==> config.mk <==
export PLATFORM = sky130hd
export DESIGN_NAME = xxhash32_digest_top_flat
export DESIGN_NICKNAME = d
export VERILOG_FILES = /design/src/rtl/core/xxh_pkg.sv /design/src/rtl/core/xxh_if.sv /design/src/rtl/core/xxh_front.sv /design/src/rtl/core/xxh_back.sv /design/src/rtl/core/xxhash32_digest_top.sv /design/src/flat_wrapper.sv
export SDC_FILE = /design/constraint.sdc
export NUM_CORES = 2
export LEC_CHECK = 0
export BUFFER_PORTS_ARGS = -buffer_cell sky130_fd_sc_hd__buf_2
export CELL_PAD_IN_SITES_DETAIL_PLACEMENT = 0
export CELL_PAD_IN_SITES_GLOBAL_PLACEMENT = 2
export CORE_AREA = 5 5 340 342
export DETAILED_ROUTE_END_ITERATION = 8
export DIE_AREA = 0 0 345 347
export PLACE_DENSITY_LB_ADDON = 0.15
export SLEW_MARGIN = 20
export SYNTH_ARGS = -nofsm -noshare
export SYNTH_HDL_FRONTEND = slang
export SYNTH_SLANG_ARGS = --single-unit
==> constraint.sdc <==
create_clock -name clk_i -period 14.8 [get_ports clk_i]
set_input_delay 0.74 -clock clk_i [delete_from_list [all_inputs] [get_ports clk_i]]
set_output_delay 0.74 -clock clk_i [all_outputs]
set_load 0.1 [all_outputs]
==> src/rtl/core/xxh_pkg.sv <==
// Package for the xxHash32 digest block: primes, widths, channel payloads and command type.
// No dependencies.
package xxh_pkg;
  localparam logic [31:0] XP1 = 32'h9E3779B1;
  localparam logic [31:0] XP2 = 32'h85EBCA77;
  localparam logic [31:0] XP3 = 32'hC2B2AE3D;
  localparam logic [31:0] XP4 = 32'h27D4EB2F;
  localparam logic [31:0] XP5 = 32'h165667B1;
  localparam int unsigned QueueDepth = 2;

  // Payload of one input beat
  typedef struct packed {
    logic [31:0] data_word;
    logic [2:0]  byte_count;
    logic        last_item;
  } xxh_in_t;

  // Payload of one digest beat
  typedef struct packed {
    logic [31:0] hash_value;
    logic [31:0] message_length;
  } xxh_out_t;

  // One command from the front to the back: a word and its framing.
  typedef struct packed {
    logic [31:0] word;
    logic [2:0]  cnt;   // clamped to 0..4, meaningful on last
    logic        last;
  } xxh_cmd_t;

  function automatic logic [31:0] rotl(input logic [31:0] x, input int unsigned r);
    rotl = (x << r) | (x >> (32 - r));
  endfunction
endpackage

==> src/rtl/core/xxh_if.sv <==
// Valid/ready channel interface carrying a payload of type T.
// No dependencies.
interface xxh_if #(parameter type T = logic) ();
  logic valid;
  logic ready;
  T     data;
  modport source (output valid, output data, input ready);
  modport sink (input valid, input data, output ready);
endinterface

==> src/rtl/core/xxh_front.sv <==
// Front end: accepts items, clamps the byte count, and feeds a short command queue.
// Depends on xxh_pkg.
module xxh_front (
  input  logic                 clk_i,
  input  logic                 rst_ni,
  input  logic [31:0]          data_word_i,
  input  logic [2:0]           byte_count_i,
  input  logic                 last_item_i,
  input  logic                 in_valid_i,
  output logic                 in_ready_o,
  output xxh_pkg::xxh_cmd_t    cmd_o,
  output logic                 cmd_valid_o,
  input  logic                 cmd_ready_i
);
  import xxh_pkg::*;

  xxh_cmd_t mem_q [QueueDepth];
  logic     wp_q, rp_q;
  logic [1:0] cnt_q;
  logic     push, pop;
  xxh_cmd_t cin;

  assign in_ready_o  = (cnt_q != 2'(QueueDepth));
  assign cmd_valid_o = (cnt_q != 2'd0);
  assign cmd_o       = mem_q[rp_q];
  assign push = in_valid_i && in_ready_o;
  assign pop  = cmd_valid_o && cmd_ready_i;

  // Classify: clamp counts above four
  always_comb begin
    cin.word = data_word_i;
    cin.last = last_item_i;
    cin.cnt  = (byte_count_i > 3'd4) ? 3'd4 : byte_count_i;
  end

  always_ff @(posedge clk_i) begin
    if (push) mem_q[wp_q] <= cin;
  end

  // Advance pointers and fill count
  always_ff @(posedge clk_i or negedge rst_ni) begin
    if (!rst_ni) begin
      wp_q <= 1'b0;
      rp_q <= 1'b0;
      cnt_q <= 2'd0;
    end else begin
      if (push) wp_q <= ~wp_q;
      if (pop)  rp_q <= ~rp_q;
      cnt_q <= cnt_q + 2'(push) - 2'(pop);
    end
  end
endmodule

==> src/rtl/core/xxh_back.sv <==
// Back end: sequencer around one shared 32x32 multiplier doing rounds, tail and avalanche.
// Depends on xxh_pkg.
module xxh_back (
  input  logic              clk_i,
  input  logic              rst_ni,
  input  logic [31:0]       seed_i,
  input  xxh_pkg::xxh_cmd_t cmd_i,
  input  logic              cmd_valid_i,
  output logic              cmd_ready_o,
  output logic [31:0]       hash_value_o,
  output logic [31:0]       message_length_o,
  output logic              out_valid_o,
  input  logic              out_ready_i
);
  import xxh_pkg::*;

  localparam logic [3:0] S_IDLE = 4'd0;
  localparam logic [3:0] S_RA   = 4'd1;  // acc += w*P2
  localparam logic [3:0] S_RB   = 4'd2;  // acc = rotl13(acc)*P1
  localparam logic [3:0] S_MRG  = 4'd3;  // start final
  localparam logic [3:0] S_PA   = 4'd4;  // h += pw*P3
  localparam logic [3:0] S_PB   = 4'd5;  // h = rotl17(h)*P4
  localparam logic [3:0] S_BA   = 4'd6;  // h += b*P5
  localparam logic [3:0] S_BB   = 4'd7;  // h = rotl11(h)*P1
  localparam logic [3:0] S_V1   = 4'd8;  // h = (h^h>>15)*P2
  localparam logic [3:0] S_V2   = 4'd9;  // h = (h^h>>13)*P3
  localparam logic [3:0] S_OUT  = 4'd10;

  logic [3:0]  st_q;
  logic [31:0] lane_q [4];
  logic [31:0] pend_q [3];
  logic [1:0]  pcnt_q, idx_q;
  logic [1:0]  tidx_q;
  logic [2:0]  tail_q;
  logic        seen_q, fin_q;
  logic [31:0] len_q, h_q, w_q;
  logic        ov_q;
  logic [31:0] res_q, rlen_q;
  logic [31:0] ma, mb, mp;
  logic [31:0] lane_init [4];
  logic        load_out;

  assign mp = 32'(64'(ma) * 64'(mb));
  assign cmd_ready_o = (st_q == S_IDLE);
  assign out_valid_o = ov_q;
  assign hash_value_o = res_q;
  assign message_length_o = rlen_q;
  assign load_out = (st_q == S_OUT) && (!ov_q || out_ready_i);

  assign lane_init[0] = seed_i + XP1 + XP2;
  assign lane_init[1] = seed_i + XP2;
  assign lane_init[2] = seed_i;
  assign lane_init[3] = seed_i - XP1;

  // Select multiplier operands per step
  always_comb begin
    ma = '0;
    mb = '0;
    unique case (st_q)
      S_RA: begin ma = (idx_q == 2'd3) ? w_q : pend_q[idx_q]; mb = XP2; end
      S_RB: begin ma = rotl(lane_q[idx_q], 13); mb = XP1; end
      S_PA: begin ma = pend_q[tidx_q]; mb = XP3; end
      S_PB: begin ma = rotl(h_q, 17); mb = XP4; end
      S_BA: begin ma = 32'(w_q[8*tidx_q +: 8]); mb = XP5; end
      S_BB: begin ma = rotl(h_q, 11); mb = XP1; end
      S_V1: begin ma = h_q ^ (h_q >> 15); mb = XP2; end
      S_V2: begin ma = h_q ^ (h_q >> 13); mb = XP3; end
      default: ;
    endcase
  end

  // Sequence the work of one command
  always_ff @(posedge clk_i or negedge rst_ni) begin
    if (!rst_ni) begin
      st_q <= S_IDLE;
      pcnt_q <= 2'd0;
      seen_q <= 1'b0;
      len_q <= '0;
      ov_q <= 1'b0;
      idx_q <= 2'd0;
      tidx_q <= 2'd0;
      tail_q <= 3'd0;
      fin_q <= 1'b0;
    end else begin
      // Load a new digest beat, else drop the taken one
      if (load_out) ov_q <= 1'b1;
      else if (ov_q && out_ready_i) ov_q <= 1'b0;
      unique case (st_q)
        S_IDLE: if (cmd_valid_i) begin
          w_q <= cmd_i.word;
          fin_q <= cmd_i.last;
          if (!cmd_i.last || cmd_i.cnt == 3'd4) begin
            len_q <= len_q + (cmd_i.last ? 32'(cmd_i.cnt) : 32'd4);
            tail_q <= 3'd0;
            if (pcnt_q != 2'd3) begin
              pend_q[pcnt_q] <= cmd_i.word;
              pcnt_q <= pcnt_q + 2'd1;
              st_q <= cmd_i.last ? S_MRG : S_IDLE;
            end else begin
              if (!seen_q) begin
                for (int i = 0; i < 4; i++) lane_q[i] <= lane_init[i];
                seen_q <= 1'b1;
              end
              idx_q <= 2'd0;
              st_q <= S_RA;
            end
          end else begin
            len_q <= len_q + 32'(cmd_i.cnt);
            tail_q <= cmd_i.cnt;
            st_q <= S_MRG;
          end
        end
        S_RA: begin
          lane_q[idx_q] <= lane_q[idx_q] + mp;
          st_q <= S_RB;
        end
        S_RB: begin
          lane_q[idx_q] <= mp;
          idx_q <= idx_q + 2'd1;
          if (idx_q == 2'd3) begin
            pcnt_q <= 2'd0;
            st_q <= fin_q ? S_MRG : S_IDLE;
          end else st_q <= S_RA;
        end
        S_MRG: begin
          h_q <= (seen_q ? rotl(lane_q[0], 1) + rotl(lane_q[1], 7) +
                           rotl(lane_q[2], 12) + rotl(lane_q[3], 18)
                         : seed_i + XP5) + len_q;
          tidx_q <= 2'd0;
          st_q <= (pcnt_q != 2'd0) ? S_PA : (tail_q != 3'd0) ? S_BA : S_V1;
        end
        S_PA: begin h_q <= h_q + mp; st_q <= S_PB; end
        S_PB: begin
          h_q <= mp;
          if (tidx_q + 2'd1 == pcnt_q) begin
            tidx_q <= 2'd0;
            st_q <= (tail_q != 3'd0) ? S_BA : S_V1;
          end else begin
            tidx_q <= tidx_q + 2'd1;
            st_q <= S_PA;
          end
        end
        S_BA: begin h_q <= h_q + mp; st_q <= S_BB; end
        S_BB: begin
          h_q <= mp;
          if (3'(tidx_q) + 3'd1 == tail_q) st_q <= S_V1;
          else begin tidx_q <= tidx_q + 2'd1; st_q <= S_BA; end
        end
        S_V1: begin h_q <= mp; st_q <= S_V2; end
        S_V2: begin h_q <= mp; st_q <= S_OUT; end
        S_OUT: if (load_out) begin
          res_q <= h_q ^ (h_q >> 16);
          rlen_q <= len_q;
          pcnt_q <= 2'd0;
          seen_q <= 1'b0;
          len_q <= '0;
          st_q <= S_IDLE;
        end
        default: st_q <= S_IDLE;
      endcase
    end
  end
endmodule

==> src/rtl/core/xxhash32_digest_top.sv <==
// Top level of the xxHash32 digest block: seed register, front queue and back sequencer.
// Depends on xxh_pkg, xxh_if, xxh_front and xxh_back.
// A non-last word that does not close a stripe is only buffered; a word closing a 16-byte
// stripe runs four lane rounds, two steps each on the one shared 32x32
// multiplier. The last item adds a merge step, a round per buffered tail word and per
// tail byte, the avalanche steps and an output step. A two-entry queue decouples input.
module xxhash32_digest_top (
  input  logic  clk_i,
  input  logic  rst_ni,
  xxh_if.sink   in_ch,
  xxh_if.sink   cfg_ch,
  xxh_if.source out_ch
);
  import xxh_pkg::*;

  logic [31:0] seed_q;
  xxh_cmd_t    cmd;
  logic        cmd_valid, cmd_ready;

  // Hold the seed register
  assign cfg_ch.ready = 1'b1;
  always_ff @(posedge clk_i or negedge rst_ni) begin
    if (!rst_ni) seed_q <= '0;
    else if (cfg_ch.valid) seed_q <= cfg_ch.data;
  end

  xxh_front u_front (
    .clk_i, .rst_ni,
    .data_word_i (in_ch.data.data_word),
    .byte_count_i(in_ch.data.byte_count),
    .last_item_i (in_ch.data.last_item),
    .in_valid_i  (in_ch.valid),
    .in_ready_o  (in_ch.ready),
    .cmd_o       (cmd),
    .cmd_valid_o (cmd_valid),
    .cmd_ready_i (cmd_ready)
  );

  xxh_back u_back (
    .clk_i, .rst_ni,
    .seed_i          (seed_q),
    .cmd_i           (cmd),
    .cmd_valid_i     (cmd_valid),
    .cmd_ready_o     (cmd_ready),
    .hash_value_o    (out_ch.data.hash_value),
    .message_length_o(out_ch.data.message_length),
    .out_valid_o     (out_ch.valid),
    .out_ready_i     (out_ch.ready)
  );
endmodule

==> src/flat_wrapper.sv <==
// flat-port wrapper written by rule: the top's interface ports become plain ports
module xxhash32_digest_top_flat import xxh_pkg::*;
  (clk_i, rst_ni, in_ch_valid, in_ch_data, in_ch_ready, cfg_ch_valid, cfg_ch_data, cfg_ch_ready, out_ch_valid, out_ch_data, out_ch_ready);
  xxh_if #(.T(xxh_in_t)) in_ch_i ();
  xxh_if #(.T(logic [31:0])) cfg_ch_i ();
  xxh_if #(.T(xxh_out_t)) out_ch_i ();
  input  logic clk_i;
  input  logic rst_ni;
  input wire logic [$bits(in_ch_i.valid)-1:0] in_ch_valid;
  input wire logic [$bits(in_ch_i.data)-1:0] in_ch_data;
  output wire logic [$bits(in_ch_i.ready)-1:0] in_ch_ready;
  input wire logic [$bits(cfg_ch_i.valid)-1:0] cfg_ch_valid;
  input wire logic [$bits(cfg_ch_i.data)-1:0] cfg_ch_data;
  output wire logic [$bits(cfg_ch_i.ready)-1:0] cfg_ch_ready;
  output wire logic [$bits(out_ch_i.valid)-1:0] out_ch_valid;
  output wire logic [$bits(out_ch_i.data)-1:0] out_ch_data;
  input wire logic [$bits(out_ch_i.ready)-1:0] out_ch_ready;
  assign in_ch_i.valid = in_ch_valid;
  assign in_ch_i.data = in_ch_data;
  assign in_ch_ready = in_ch_i.ready;
  assign cfg_ch_i.valid = cfg_ch_valid;
  assign cfg_ch_i.data = cfg_ch_data;
  assign cfg_ch_ready = cfg_ch_i.ready;
  assign out_ch_valid = out_ch_i.valid;
  assign out_ch_data = out_ch_i.data;
  assign out_ch_i.ready = out_ch_ready;
  xxhash32_digest_top u_core (.clk_i(clk_i), .rst_ni(rst_ni), .in_ch(in_ch_i), .cfg_ch(cfg_ch_i), .out_ch(out_ch_i));
endmodule
# Word level (Yosys, flattened, before mapping)
# Memory sizes are Yosys's and may differ from the RTL's.
# Index checks and enable logic that the tools add are counted.
# word_totals
reg_bits	212
ram_bits	296
in_bits	73
elab_cells	181
memories	3
# op_classes
addsub	19
mul	1
magnitude_cmp	1
n_eq_ne	23
shift	1
mux	65
bitwise	13
reduce_logical	38
# memory_table
memory	words	word_bits	read_ports	rd_clocked_by_memory_dff	write_ports	line_no	text
u_core.u_back.lane_q	4	32	5	0	4	xxh_back.sv:30	logic [31:0] lane_q [4];
u_core.u_back.pend_q	3	32	2	0	1	xxh_back.sv:31	logic [31:0] pend_q [3];
u_core.u_front.mem_q	2	36	1	0	1	xxh_front.sv:17	xxh_cmd_t mem_q [QueueDepth];
# op_table
op	count
case mux 32 bit (8 select lines)	1
2-to-1 mux 32 bit	7
adder 32 bit	6
case mux 32 bit (5 select lines)	1
adder 32 bit (second input constant)	3
case mux 32 bit (3 select lines)	1
adder 32 x 3 -> 32 bit	2
case mux 32 bit (2 select lines)	1
case mux 4 bit (11 select lines)	1
adder 32 x 29 -> 32 bit (second input constant)	1
multiplier 32 x 32 -> 32 bit	1
bitwise OR 32 x 1 -> 32 bit	1
bitwise OR 32 x 11 -> 32 bit	1
bitwise OR 32 x 12 -> 32 bit	1
bitwise OR 32 x 13 -> 32 bit	1
bitwise OR 32 x 17 -> 32 bit	1
bitwise OR 32 x 18 -> 32 bit	1
bitwise OR 32 x 7 -> 32 bit	1
OR reduction 32 bit	1
variable part select 32 x 6 -> 8 bit	1
subtractor 32 bit (second input constant)	1
XOR 32 x 16 -> 32 bit	1
XOR 32 x 17 -> 32 bit	1
XOR 32 x 19 -> 32 bit	1
36 further kinds	123

# Longest topological paths before layout
# An unclocked memory read counts as a cell.
# depth
ltp_word	9
depth_mapped	50
ltp_nobuf	44

# Modules after synthesis
# From an unflattened synthesis, not the netlist that was laid out.
# hier_totals
cells_unflattened	4677
hier_area_um2	47923.5
# modules_own_cells
mod	instances	cells_each	area_each_um2	seq_area_each_um2
xxh_back	1	4470	43723.2	11771.3
xxh_front	1	137	2844.0	2262.2
xxhash32_digest_top	1	70	1356.3	800.8

# Least setup slack after synthesis
# Ideal clock, no wire load.
# synth_path
path_type	register -> register
start	register u_core.u_back.tidx_q[0]
end	memory u_core.u_back.lane_q[0][31], data pin
t_arrival_ps	10691
required_ps	14528
slack_ps	3837
path_stages_with_launch	45
path_cell_list	dfrtp_1 > buf_2 > buf_2 > buf_2 > buf_2 > mux4_2 > and3_1 > a221o_1 > nor3_1 > inv_2 > nand2_1 > inv_1 > nor2_1 > fa_1 > inv_1 > fa_1 > inv_1 > fa_1 > [9 not listed] > a221oi_1 > nor2_1 > a41o_1 > xor2_1 > ha_1 > clkbuf_1 > a21o_1 > a21oi_1 > o21ai_0 > nor3_1 > o21ai_1 > o211a_1 > a41o_1 > o21a_1 > o21a_1 > nor3_1 > xnor2_1 > mux2i_1
# synth_lines
item	line_no	text
start, declared	xxh_back.sv:33	logic [1:0] tidx_q;
start signal, assigned	xxh_back.sv:139	tidx_q <= tidx_q + 2'd1;
end, declared	xxh_back.sv:30	

==> impl_metrics.ini <==
[clock_tree]
clock_input_transition_at_the_sequential_cells_of_the_worst_setup_and_hold_paths_ns = 0.07
cts.repair_timing.setup_buffer_count = 0
clkLatencyLatePin_ns = 0.69
clockRootBuffer = sky130_fd_sc_hd__clkbuf_16
cts.sink_count = 508
cts_made_buffers = 59
clock_tree_from_tritoncts = done
postCtsResizedCells = 0
cts-hold-fix-buffers = 1
clock_path_buffers = 3
clock_tree.htree_level_count = 2

[critical_path]
critical_path.endpoint_type = flip-flop
critical_path.slowest_cell = sky130_fd_sc_hd__nor2_1
worst-endpoint-required_ns = 15.18
start_kind = flip-flop
timing.setup.critical_path_class = flip-flop to flip-flop
worstPathMaxFanout = 35
path_common_cell = sky130_fd_sc_hd__fa_1
cpPeakStageDelay_ns = 0.75
crit_arrival_ns = 12.81

[layout]
final_util_pct = 46.81
layout-area-overhead-vs-synth_pct = 9.617
final-seq-area_um2 = 14840
final_cells = 6342
final_nets = 5605
drive_gt1_share_pct = 10.68
multi_input_area_um2 = 30120
fillCellCount = 10870

[route]
drt-met1-wl_um = 85140
detailroute.wirelength.met3_um = 14980
top_signal_layer_used = met4
routedWlPerCell_um = 29.82
postRouteWirelength_um = 189100
via_count = 36970
drc = 0
firstDrtPassIters = 6
dr_wl_met2_um = 80280
drt-initial-drc-count = 4181
via_per_inst = 5.829
detail-route-antenna-nets = 0

[logic_synthesis]
synth_top_flop_cell = sky130_fd_sc_hd__edfxtp_1
post_synthesis_cell_count = 4716
asyncSetResetFlopFracSynth_pct = 16.54
yosysWarnings = 0
synthesis.area_um2 = 47840
yosys.cell_types.count = 98
synth_seq_area_share_pct = 31.01
syn-num-nets = 5528
synth_seq_cells = 508
syn-mean-instance-area_um2 = 10.14
synth_enable_flop_cells = 424

[placement]
numPlacedInstances = 6231
gp_congestion = 0.9856
place_hpwl_um = 152100
io_buffer_count = 138

[die]
die_height_um = 347
die_w_um = 345
dieArea_um2 = 119700
ioPinCount = 140
core_area_um2 = 112000
initial_core_util_pct = 42.70
placementRows = 123

[sta]
clock_skew_ns = 0.03971
slew_viol_final = 0
timing.max_slew.rel_slack_pct = 22.58
rsz0062_at_grt = no
final.setup.tns_ns = 0
setup_viol_count_final = 0
finalHoldViolations = 0
layout_worst_path_cycle_share_pct = 83.95
period_minus_slack_ns = 12.43
max_freq_mhz = 80.48
tightestPinTransition_ns = 1.161

[run_status]
result_of_the_run = finished clean

[grt]
grt_antenna_before_repair = 2
grt_first_pass_wirelength_um = 270100
grt_max_degree = 70
grt_overflow = 0
via_count_of_the_first_global_routing_pass = 36580
grt.total_usage_pct = 30.96

[worst_hold_path]
hold_path.class = primary input to flip-flop

[flow_run]
max_cap_viol_count = 0
[per-stage QoR]
stage / setup WS, ns / hold WS, ns / area, um^2
after floorplan: 3.837 / 0.4277 / 47840
after global placement: 2.382 / 0.4422 / 50410
after detailed placement: 2.366 / 0.4500 / 50420
after CTS: 2.263 / 0.1945 / 52440
after global routing: 1.865 / 0.2107 / 52440
final: 2.375 / 0.2394 / 52440
[cells in the final DEF, fill, tap and decap left out, types with 12 or more instances in the layout]
cell | synthesis | routed
sky130_fd_sc_hd__inv_1 | 530 | 529
sky130_fd_sc_hd__fa_1 | 472 | 472
sky130_fd_sc_hd__edfxtp_1 | 424 | 424
sky130_fd_sc_hd__nand2_1 | 418 | 415
sky130_fd_sc_hd__nor2_1 | 406 | 399
sky130_fd_sc_hd__a21oi_1 | 274 | 271
sky130_fd_sc_hd__ha_1 | 267 | 267
sky130_fd_sc_hd__o21ai_0 | 220 | 220
sky130_fd_sc_hd__xnor2_1 | 204 | 204
sky130_fd_sc_hd__xor2_1 | 138 | 138
sky130_fd_sc_hd__buf_2 | 27 | 138
sky130_fd_sc_hd__buf_4 | 8 | 115
sky130_fd_sc_hd__mux2i_1 | 104 | 104
sky130_fd_sc_hd__a21o_1 | 92 | 92
sky130_fd_sc_hd__dfrtp_1 | 84 | 78
sky130_fd_sc_hd__mux2_2 | 66 | 66
sky130_fd_sc_hd__nand3_1 | 63 | 62
sky130_fd_sc_hd__clkbuf_16 | 0 | 59
sky130_fd_sc_hd__o21ai_1 | 49 | 48
sky130_fd_sc_hd__nand2b_1 | 44 | 44
sky130_fd_sc_hd__a22oi_1 | 42 | 42
sky130_fd_sc_hd__mux4_2 | 40 | 40
sky130_fd_sc_hd__o21bai_1 | 35 | 35
sky130_fd_sc_hd__nor3_1 | 40 | 35
sky130_fd_sc_hd__nor2b_1 | 30 | 30
sky130_fd_sc_hd__o211ai_1 | 30 | 30
sky130_fd_sc_hd__nand4_1 | 25 | 25
sky130_fd_sc_hd__a31oi_1 | 25 | 25
sky130_fd_sc_hd__and3_1 | 23 | 23
sky130_fd_sc_hd__or3_1 | 24 | 22
sky130_fd_sc_hd__o22ai_1 | 21 | 21
sky130_fd_sc_hd__and2_1 | 19 | 19
sky130_fd_sc_hd__a211oi_1 | 20 | 18
sky130_fd_sc_hd__o21a_1 | 17 | 17
sky130_fd_sc_hd__a32oi_1 | 12 | 12
sky130_fd_sc_hd__a222oi_1 | 12 | 12
sky130_fd_sc_hd__clkbuf_1 | 170 | 12
[metal layers]
layer | global-route usage, % | vias up
li1 | - | 16330
met1 | 46.05 | 18730
met2 | 45.45 | 1621
met3 | 5.072 | 285
met4 | 11.91 | 0
met5 | 0 | -
[worst paths after layout]
check	start	to	slack, ns	cells after the start
min	in_ch_data[25]	u_core.u_front.mem_q[0][25]	0.24	1
max in group asynchronous	rst_ni	u_core.u_back.idx_q[0]	12.68	4
max	u_core.u_back.st_q[1]	u_core.u_back.lane_q[0][31]	2.37	42
max reg2reg	u_core.u_back.st_q[1]	u_core.u_back.lane_q[0][31]	2.37	42
min in group asynchronous	rst_ni	u_core.u_back.seen_q	0.50	2
min reg2reg	u_core.u_back.h_q[28]	u_core.u_back.hash_value_o[28]	0.46	0
[critical path, delay by kind of cell (launching register included)]
family                     cells  cell delay (ns)
AOI/OAI and AO/OA             15             2.97
xor gates and xnor gates       2             0.72
adders and majority gates     10             4.32
buffers and inverters          8             1.83
DFF                            1             0.52
muxes                          1             0.13
and+or+nand+nor                6             1.57
[cell type report]
class                   instances  area share [%]
clock inverters                34          0.8184
inverters                     540           3.865
well taps                    1500           3.579
multi-input cells            3430           57.44
diodes                          1        0.004772
flip-flops and latches        508           28.31
repair buffers                254           2.982
clock buffers                  75           3.006
[registers in the layout, indices dropped and copies added (netlist names), 32 cells and up]
name                            flops
u_core.u_back.lane_q              128
u_core.u_back.pend_q               96
u_core.u_back.h_q                  32
u_core.seed_q                      32
u_core.u_front.mem_q               72
u_core.u_back.message_length_o     32
u_core.u_back.w_q                  32
u_core.u_back.hash_value_o         32
u_core.u_back.len_q                32
[synthesized netlist by cell type (66+ instances only)]
master,instances,area share (%)
sky130_fd_sc_hd__clkbuf_1,170,1.3
sky130_fd_sc_hd__a21oi_1,274,2.9
sky130_fd_sc_hd__inv_1,530,4.2
sky130_fd_sc_hd__mux2i_1,104,2.2
sky130_fd_sc_hd__fa_1,472,20
sky130_fd_sc_hd__o21ai_0,220,2.3
sky130_fd_sc_hd__mux2_2,66,1.6
sky130_fd_sc_hd__nand2_1,418,3.3
sky130_fd_sc_hd__xnor2_1,204,3.7
sky130_fd_sc_hd__ha_1,267,7.0
sky130_fd_sc_hd__edfxtp_1,424,27
sky130_fd_sc_hd__dfrtp_1,84,4.4
sky130_fd_sc_hd__xor2_1,138,2.5
sky130_fd_sc_hd__nor2_1,406,3.2
sky130_fd_sc_hd__a21o_1,92,1.4
[cell families after synthesis]
logic type      after synthesis  share of synthesized area (%)
buf+inv                     778                          6.316
simple gates               1143                          10.59
mux                         218                          5.801
flops                       508                          31.01
xor+xnor                    349                          6.567
other cells                   1                       0.007839
fa+ha+maj                   739                          26.73
compound gates              980                          12.98
Power is not shown: default switching activity piles up to over one toggle a cycle in this logic, so the estimate is an artifact.
